===== config.mk =====
export PLATFORM = sky130hd
export DESIGN_NAME = preemptive_priority_scheduler
export DESIGN_NICKNAME = d
export VERILOG_FILES = /design/src/rtl/ppsch_pkg.sv /design/src/rtl/ppsch_cell.sv /design/src/rtl/preemptive_priority_scheduler.sv
export SDC_FILE = /design/constraint.sdc
export NUM_CORES = 2
export LEC_CHECK = 0
export ABC_AREA = 1
export BUFFER_PORTS_ARGS = -buffer_cell sky130_fd_sc_hd__buf_2
export CORE_MARGIN = 2
export CORE_UTILIZATION = 31
export DETAILED_ROUTE_END_ITERATION = 6
export SLEW_MARGIN = 20
export SYNTH_ARGS = -nofsm -noshare
export SYNTH_HDL_FRONTEND = slang
export SYNTH_SLANG_ARGS = --single-unit

===== constraint.sdc =====
create_clock -name clk -period 6.4 [get_ports clk]
set_clock_uncertainty 0.2 [all_clocks]
set_input_delay 1.28 -clock clk [delete_from_list [all_inputs] [get_ports clk]]
set_output_delay 1.28 -clock clk [all_outputs]
set_load 0.01 [all_outputs]

===== src/rtl/ppsch_pkg.sv =====
// ---------------------------------------------------------------------------
// ppsch_pkg: shared types and constants of the priority scheduler
// Word formats, status codes and the candidate record passed along the cells.
// ---------------------------------------------------------------------------
`timescale 1ns / 1ps
`default_nettype none

package ppsch_pkg;

  // Default table depth
  localparam int MAX_TASKS_DEF = 16;

  // Reset value of the task count register
  localparam logic [4:0] TASK_COUNT_RST = 5'd16;

  // Input kinds
  localparam logic KIND_ARRIVE = 1'b0;
  localparam logic KIND_TICK   = 1'b1;

  // Result status codes
  localparam logic [1:0] STAT_STORED  = 2'd0;
  localparam logic [1:0] STAT_DROPPED = 2'd1;
  localparam logic [1:0] STAT_RAN     = 2'd2;
  localparam logic [1:0] STAT_IDLE    = 2'd3;

  // Input word
  typedef struct packed {
    logic        kind;
    logic [7:0]  task_id;
    logic [7:0]  priority_req;
    logic [15:0] burst;
  } in_word_t;

  // Result word
  typedef struct packed {
    logic [1:0]  status;
    logic [7:0]  ran_task_id;
    logic        finished;
    logic [23:0] finish_time;
    logic [23:0] turnaround;
    logic [23:0] wait_span;
    logic [31:0] wait_total;
    logic        all_done;
  } out_word_t;

  // Write broadcast into the table
  typedef struct packed {
    logic        en;
    logic [7:0]  ident;
    logic [7:0]  prio;
    logic [15:0] burst;
    logic [23:0] arrival;
  } cell_wr_t;

  // Best task seen so far, handed from cell to cell
  typedef struct packed {
    logic        valid;
    logic [7:0]  prio;
    logic [23:0] arrival;
    logic [15:0] burst;
    logic [15:0] remaining;
    logic [7:0]  ident;
  } cand_t;

endpackage

`default_nettype wire


===== src/rtl/ppsch_cell.sv =====
// ---------------------------------------------------------------------------
// ppsch_cell: one task slot of the scheduler chain
// Holds one task and passes on the better of its own task and the incoming
// candidate, one cell per cycle.
// ---------------------------------------------------------------------------
`timescale 1ns / 1ps
`default_nettype none

module ppsch_cell
  import ppsch_pkg::*;
#(
  parameter int IDX_W = $clog2(MAX_TASKS_DEF)
) (
  input  wire logic             clk,
  input  wire logic             rst_n,
  input  wire logic [IDX_W-1:0] slot_id,
  input  wire cell_wr_t         wr,
  input  wire logic [IDX_W-1:0] wr_slot,
  input  wire logic             run_en,
  input  wire logic [IDX_W-1:0] run_slot,
  input  wire cand_t            cand_in,
  input  wire logic [IDX_W-1:0] slot_in,
  output cand_t                 cand_out,
  output logic [IDX_W-1:0]      slot_out
);

  logic             live_r;
  logic [7:0]       prio_r;
  logic [15:0]      rem_r;
  logic [15:0]      burst_r;
  logic [23:0]      arr_r;
  logic [7:0]       ident_r;
  cand_t            cand_r;
  cand_t            cand_nxt;
  logic [IDX_W-1:0] slot_r;
  logic [IDX_W-1:0] slot_nxt;
  logic [15:0]      rem_dec;
  logic             take_self;
  logic             wr_hit;
  logic             run_hit;

  assign wr_hit  = wr.en && (wr_slot == slot_id);
  assign run_hit = run_en && live_r && (run_slot == slot_id);
  assign rem_dec = (rem_r != 16'd0) ? rem_r - 16'd1 : 16'd0;

  // Pick own task over the incoming one: lower priority, then earlier arrival
  always_comb begin
    take_self = live_r &&
                (!cand_in.valid ||
                 (prio_r < cand_in.prio) ||
                 ((prio_r == cand_in.prio) && (arr_r < cand_in.arrival)));
    if (take_self) begin
      cand_nxt.valid     = 1'b1;
      cand_nxt.prio      = prio_r;
      cand_nxt.arrival   = arr_r;
      cand_nxt.burst     = burst_r;
      cand_nxt.remaining = rem_r;
      cand_nxt.ident     = ident_r;
      slot_nxt           = slot_id;
    end else begin
      cand_nxt = cand_in;
      slot_nxt = slot_in;
    end
  end

  // Slot occupancy: set on store, drop when the burst runs out
  always_ff @(posedge clk) begin
    if (!rst_n) begin
      live_r <= 1'b0;
    end else if (wr_hit) begin
      live_r <= 1'b1;
    end else if (run_hit && (rem_dec == 16'd0)) begin
      live_r <= 1'b0;
    end
  end

  // Task fields
  always_ff @(posedge clk) begin
    if (wr_hit) begin
      prio_r  <= wr.prio;
      rem_r   <= wr.burst;
      burst_r <= wr.burst;
      arr_r   <= wr.arrival;
      ident_r <= wr.ident;
    end else if (run_hit) begin
      rem_r <= rem_dec;
    end
  end

  // Advance the candidate to the next cell
  always_ff @(posedge clk) begin
    if (!rst_n) begin
      cand_r <= '0;
    end else begin
      cand_r <= cand_nxt;
    end
  end

  always_ff @(posedge clk) begin
    slot_r <= slot_nxt;
  end

  assign cand_out = cand_r;
  assign slot_out = slot_r;

endmodule

`default_nettype wire


===== src/rtl/preemptive_priority_scheduler.sv =====
// ---------------------------------------------------------------------------
// preemptive_priority_scheduler: priority scheduler over a row of task cells
// Arrivals fill the next unused cell; a tick sweeps the cell chain for the
// best ready task, runs it one time unit and reports the outcome.
//
//   port group | direction | word        | handshake
//   in_        | input     | in_word_t   | in_valid / in_stall
//   out_       | output    | out_word_t  | out_valid / out_stall
//   cfg_       | input     | task_count  | cfg_we, no wait
//
// An arrival is answered in the cycle after it is taken. A tick is answered
// after the sweep: the best candidate moves one cell per cycle down the chain,
// then the commit state waits until the result register is free. The next
// word can be taken at the edge after the result appears, provided the result
// leaves then. Items are taken one at a time; a new word is taken once the
// result register is free or being drained. Synchronous reset empties the
// table and clears time, counters and the result valid flag.
// ---------------------------------------------------------------------------
`timescale 1ns / 1ps
`default_nettype none

module preemptive_priority_scheduler
  import ppsch_pkg::*;
#(
  parameter int MAX_TASKS = MAX_TASKS_DEF
) (
  input  wire logic       clk,
  input  wire logic       rst_n,
  input  wire logic       in_valid,
  output logic            in_stall,
  input  wire in_word_t   in_data,
  output logic            out_valid,
  input  wire logic       out_stall,
  output out_word_t       out_data,
  input  wire logic       cfg_we,
  input  wire logic [4:0] cfg_wdata
);

  localparam int IDX_W = $clog2(MAX_TASKS);
  localparam int CNT_W = $clog2(MAX_TASKS + 1);
  localparam int CMP_W = (CNT_W > 5) ? CNT_W : 5;

  localparam logic [1:0] ST_IDLE = 2'd0;
  localparam logic [1:0] ST_SCAN = 2'd1;
  localparam logic [1:0] ST_DONE = 2'd2;

  logic [1:0]       state_r;
  logic [1:0]       state_nxt;
  logic [IDX_W-1:0] scan_cnt_r;
  logic [IDX_W-1:0] scan_cnt_nxt;
  logic [4:0]       task_count_r;
  logic [23:0]      time_r;
  logic [23:0]      time_nxt;
  logic [CNT_W-1:0] next_slot_r;
  logic [CNT_W-1:0] next_slot_nxt;
  logic [CNT_W-1:0] done_r;
  logic [CNT_W-1:0] done_nxt;
  logic [31:0]      wait_sum_r;
  logic [31:0]      wait_sum_nxt;
  logic             out_valid_r;
  logic             out_valid_nxt;
  out_word_t        out_word_r;
  out_word_t        out_word_nxt;

  cand_t            cand_link [MAX_TASKS+1];
  logic [IDX_W-1:0] slot_link [MAX_TASKS+1];
  cell_wr_t         cell_wr;
  logic             run_en;

  cand_t            win;
  logic             in_take;
  logic             out_free;
  logic             has_room;
  logic             commit;
  logic             fin;
  logic [23:0]      comp;
  logic [23:0]      tat;
  logic [23:0]      wt;
  logic [32:0]      sum_ext;

  assign out_free = !out_valid_r || !out_stall;
  assign in_stall = (state_r != ST_IDLE) || !out_free;
  assign in_take  = in_valid && !in_stall;
  assign has_room = next_slot_r < CNT_W'(MAX_TASKS);
  assign commit   = (state_r == ST_DONE) && out_free;

  // Cell chain: an empty candidate enters at the head
  assign cand_link[0] = '0;
  assign slot_link[0] = '0;

  assign cell_wr.en      = in_take && (in_data.kind == KIND_ARRIVE) && has_room;
  assign cell_wr.ident   = in_data.task_id;
  assign cell_wr.prio    = in_data.priority_req;
  assign cell_wr.burst   = in_data.burst;
  assign cell_wr.arrival = time_r;

  assign win    = cand_link[MAX_TASKS];
  assign run_en = commit && win.valid;

  for (genvar k = 0; k < MAX_TASKS; k++) begin : g_cell
    ppsch_cell #(
      .IDX_W (IDX_W)
    ) u_cell (
      .clk      (clk),
      .rst_n    (rst_n),
      .slot_id  (IDX_W'(k)),
      .wr       (cell_wr),
      .wr_slot  (next_slot_r[IDX_W-1:0]),
      .run_en   (run_en),
      .run_slot (slot_link[MAX_TASKS]),
      .cand_in  (cand_link[k]),
      .slot_in  (slot_link[k]),
      .cand_out (cand_link[k+1]),
      .slot_out (slot_link[k+1])
    );
  end

  // Completion figures of the winning task
  always_comb begin
    fin     = win.valid && (win.remaining <= 16'd1);
    comp    = time_r + 24'd1;
    tat     = comp - win.arrival;
    wt      = (tat >= {8'd0, win.burst}) ? tat - {8'd0, win.burst} : 24'd0;
    sum_ext = {1'b0, wait_sum_r} + {9'd0, wt};
  end

  // Sequencer: idle, sweep the chain, commit the tick
  always_comb begin
    state_nxt    = state_r;
    scan_cnt_nxt = scan_cnt_r;
    case (state_r)
      ST_IDLE: begin
        scan_cnt_nxt = '0;
        if (in_take && (in_data.kind == KIND_TICK)) begin
          state_nxt = ST_SCAN;
        end
      end
      ST_SCAN: begin
        scan_cnt_nxt = scan_cnt_r + IDX_W'(1);
        if (scan_cnt_r == IDX_W'(MAX_TASKS - 1)) begin
          state_nxt = ST_DONE;
        end
      end
      ST_DONE: begin
        if (out_free) begin
          state_nxt = ST_IDLE;
        end
      end
      default: begin
        state_nxt = ST_IDLE;
      end
    endcase
  end

  // Time, counters and the result word
  always_comb begin
    time_nxt      = time_r;
    next_slot_nxt = next_slot_r;
    done_nxt      = done_r;
    wait_sum_nxt  = wait_sum_r;
    out_valid_nxt = out_valid_r && out_stall;
    out_word_nxt  = out_word_r;

    if (in_take && (in_data.kind == KIND_ARRIVE)) begin
      if (has_room) begin
        next_slot_nxt = next_slot_r + CNT_W'(1);
      end
    end
    if (commit) begin
      time_nxt = comp;
      if (fin) begin
        done_nxt     = done_r + CNT_W'(1);
        wait_sum_nxt = sum_ext[32] ? 32'hFFFF_FFFF : sum_ext[31:0];
      end
    end

    if ((in_take && (in_data.kind == KIND_ARRIVE)) || commit) begin
      out_valid_nxt = 1'b1;
      out_word_nxt  = '0;
      if (commit) begin
        if (win.valid) begin
          out_word_nxt.status      = STAT_RAN;
          out_word_nxt.ran_task_id = win.ident;
          if (fin) begin
            out_word_nxt.finished    = 1'b1;
            out_word_nxt.finish_time = comp;
            out_word_nxt.turnaround  = tat;
            out_word_nxt.wait_span   = wt;
          end
        end else begin
          out_word_nxt.status = STAT_IDLE;
        end
      end else begin
        out_word_nxt.status = has_room ? STAT_STORED : STAT_DROPPED;
      end
      out_word_nxt.wait_total = wait_sum_nxt;
      out_word_nxt.all_done   = CMP_W'(done_nxt) >= CMP_W'(task_count_r);
    end
  end

  // Control registers
  always_ff @(posedge clk) begin
    if (!rst_n) begin
      state_r      <= ST_IDLE;
      scan_cnt_r   <= '0;
      task_count_r <= TASK_COUNT_RST;
      time_r       <= '0;
      next_slot_r  <= '0;
      done_r       <= '0;
      wait_sum_r   <= '0;
      out_valid_r  <= 1'b0;
    end else begin
      state_r     <= state_nxt;
      scan_cnt_r  <= scan_cnt_nxt;
      time_r      <= time_nxt;
      next_slot_r <= next_slot_nxt;
      done_r      <= done_nxt;
      wait_sum_r  <= wait_sum_nxt;
      out_valid_r <= out_valid_nxt;
      if (cfg_we) begin
        task_count_r <= cfg_wdata;
      end
    end
  end

  // Hold the result word until taken
  always_ff @(posedge clk) begin
    out_word_r <= out_word_nxt;
  end

  assign out_valid = out_valid_r;
  assign out_data  = out_word_r;

endmodule

`default_nettype wire


==> run metrics <==
outcome=complete, no violations; Clock Root Buffer=clkbuf_16; io pins=~160; Slew Limit Fails=0; drt pass-1 iters=6; most common cell after layout, fill and taps aside=nor2_1; crit path launch type=register; cells after synthesis=12900; clk_lat worst skew=roughly 850 ps; Least-Margin Pin Slew=between 1000 and 1500 ps; post-synthesis register bit count=approximately 2600; Setup Crit Path Kind=reg -> reg; I/O Buffers=between 150 and 200; worst hold-check path type=reg -> reg; gr ovfl total=0; cell family with most CP delay=simple AND/OR/NAND/NOR gates; share of layout cells above drive strength 1=under 10%; PD cells=256 nW/µm²; crit path max fanout=6; Netlist cell types=60; largest net degree at the start of global routing=179; CTS Buf Count=between 200 and 300; Design Area, Final=~130000 µm²; VDD IR max=0.000215 V; WL per Instance=16.1 µm; GRT Util Overall=roughly 15%; Avg Inst Size Synth=between 8 and 9 µm²; Layout area overhead=14.9%; Post-layout nets=approximately 14000; Placed Area=about 120000 µm²; H-Tree Depth=5; Post-synth EDFFs=between 1000 and 1500; Worst EP arrival=around 6400 ps; Synth Flop Type=dfxtp_1; Total Power=approximately 34 mW; clock slew at reported path FFs=60 ps; final setup violating endpoints=0; initial core utilization=roughly 31%; CP Capture Type=register; CP max stage delay=about 360 ps; Synth Cell Area=~110000 µm²; FP Rows=between 200 and 250; DRT antenna net count=0; CTS Sinks=about 2600; Syn Nets=between 10000 and 15000; Die W=a little over 600 µm; CP Data Required Time=6780 ps; Register Area=about 64000 µm²; Final Hold Fails=0; Slowest-stage cell, CP=dfxtp_1; area of the multi-input gates=about 44000 µm²; slew margin rel.=roughly 26%; post-route core utilization=35.7%; Tmin final=between 6000 and 7000 ps; most frequent cells in the layout=nor2_1, nand2_1, inv_1; clk buf depth=4; DRT Wirelength=~300 mm; most frequent CP cell=inv_1; Buf+Inv Stages, Crit Path=12; Final Wtd Congestion=slightly below 0.9; number of global-route vias before repair=between 70000 and 80000; detailed placement HPWL=approximately 200 mm; Core Box Area=approximately 370000 µm²; Die Ht=612 µm; Final period util=94.7%; sequential area share after synthesis=between 50% and 60%; drt drc=0; f_max=about 0.17 GHz; die area=between 300000 and 400000 µm²; asr flop ratio synth=0%; Starting DRT DRC Count=around 6600; Via density=~4.6; setup TNS=0 ps; global-route wire length before repair=between 400 and 500 mm; # Max-Cap Violations=0; leak pwr=51.0 nW; CTS tree=yes; Min Hold Slack=201 ps; Yosys Warn Count=0; FILL cells=37200; vias post-DR=around 84000; initial antenna violation count=11
per-stage QoR:
step,std cells,worst slack [ps]
final,18200,340
after global routing,18200,-37.2
after CTS,18200,13.9
after detailed placement,17700,-142
after global placement,17700,-159
after floorplan,12900,125
final timing paths:
path,from,end,slack [ps],depth (start not counted)
max,time_r[0]$_SDFFE_PN0P_,out_data[19]$_DFFE_PP_,340,39
min,g_cell[6].u_cell.slot_out[1]$_SDFF_PP1_,g_cell[7].u_cell.slot_out[1]$_SDFF_PP1_,200,2
max reg2reg,time_r[0]$_SDFFE_PN0P_,out_data[19]$_DFFE_PP_,340,39
min reg2reg,g_cell[6].u_cell.slot_out[1]$_SDFF_PP1_,g_cell[7].u_cell.slot_out[1]$_SDFF_PP1_,200,2
worst min-delay path, delay by kind of cell (launching register included):
| kind | cells | cell delay (ps) |
|---|---|---|
| and+or+nand+nor | 1 | 50 |
| DFF | 1 | 300 |
| buffers and inverters | 1 | 40 |
per-layer routing:
| layer | track usage [%] | share of wire [%] |
|---|---|---|
| met1 | 22.3 | 49 |
| met3 | 2.48 | 6.3 |
| met4 | 4.42 | 2.8 |
| met2 | 23.0 | 42 |
| met5 | 0 | 0 |
where the power goes:
group	internal (mW)	switching [mW]	total, mW
clock network	9.09	6.50	15.6
registers	17.2	0.0619	17.3
logic	0.222	0.657	0.879
total	26.5	7.22	33.8
sequential cells by signal (all words and copies together), names as in the netlist, 24 cells and up:
name,count
g_cell.u_cell.cand_out,1144
g_cell.u_cell.arr_r,384
g_cell.u_cell.burst_r,256
g_cell.u_cell.rem_r,256
g_cell.u_cell.ident_r,128
g_cell.u_cell.prio_r,128
out_data,116
g_cell.u_cell.slot_out,49
wait_sum_r,32
time_r,24
what timing repair did:
item / in CTS / in global routing
pin swaps: 1 / 54
setup buffers: 1 / 17
hold buffers: 0 / 0
setup endpoints to repair: 28 / 64
resized for setup: 7 / 161
gates cloned: 0 / 1
cell usage after synthesis (21+ instances only):
library cell / count / area share (%)
nand3_1: 865 / 3.8
inv_1: 1491 / 4.9
a21oi_1: 963 / 4.2
or2_2: 63 / 0.34
dfxtp_1: 1287 / 22
nor2_2: 32 / 0.17
o21ai_0: 661 / 2.9
buf_2: 147 / 0.64
nor4_1: 21 / 0.11
xnor2_1: 23 / 0.18
nand2_1: 2034 / 6.7
nor2_1: 2034 / 6.7
nor3_1: 72 / 0.31
edfxtp_1: 1268 / 33
ha_1: 556 / 6.1
xor2_1: 122 / 0.93
buf_1: 87 / 0.28
nand3b_1: 292 / 1.9
o211ai_1: 28 / 0.18
nor3_2: 25 / 0.22
clkbuf_1: 346 / 1.1
o21ai_1: 95 / 0.41
nand4_1: 144 / 0.79
nand2_2: 24 / 0.13
logic make-up (layout without fill, tap and decap cells):
| logic type | Yosys count | in the layout | share of synthesized area [%] |
|---|---|---|---|
| xor gates and xnor gates | 145 | 145 | 1.11 |
| AOI/OAI and AO/OA | 1834 | 1834 | 8.25 |
| buffers and inverters | 2117 | 2500 | 7.19 |
| DFF | 2555 | 2555 | 55.7 |
| adders and majority gates | 559 | 559 | 6.12 |
| and+or+nand+nor | 5669 | 5669 | 21.6 |
| other | 0 | 3 | 0 |
final cells by class:
cell class / count / area share [%]
Multi-Input combinational cell: 8207 / 33.0
Clock buffer: 377 / 5.97
Inverter: 1513 / 4.32
Antenna cell: 3 / 0.00570
Timing Repair Buffer: 502 / 2.73
Clock inverter: 108 / 0.732
Sequential cell: 2555 / 48.5
Tap cell: 4950 / 4.70
(Power assumes the default switching activity.)
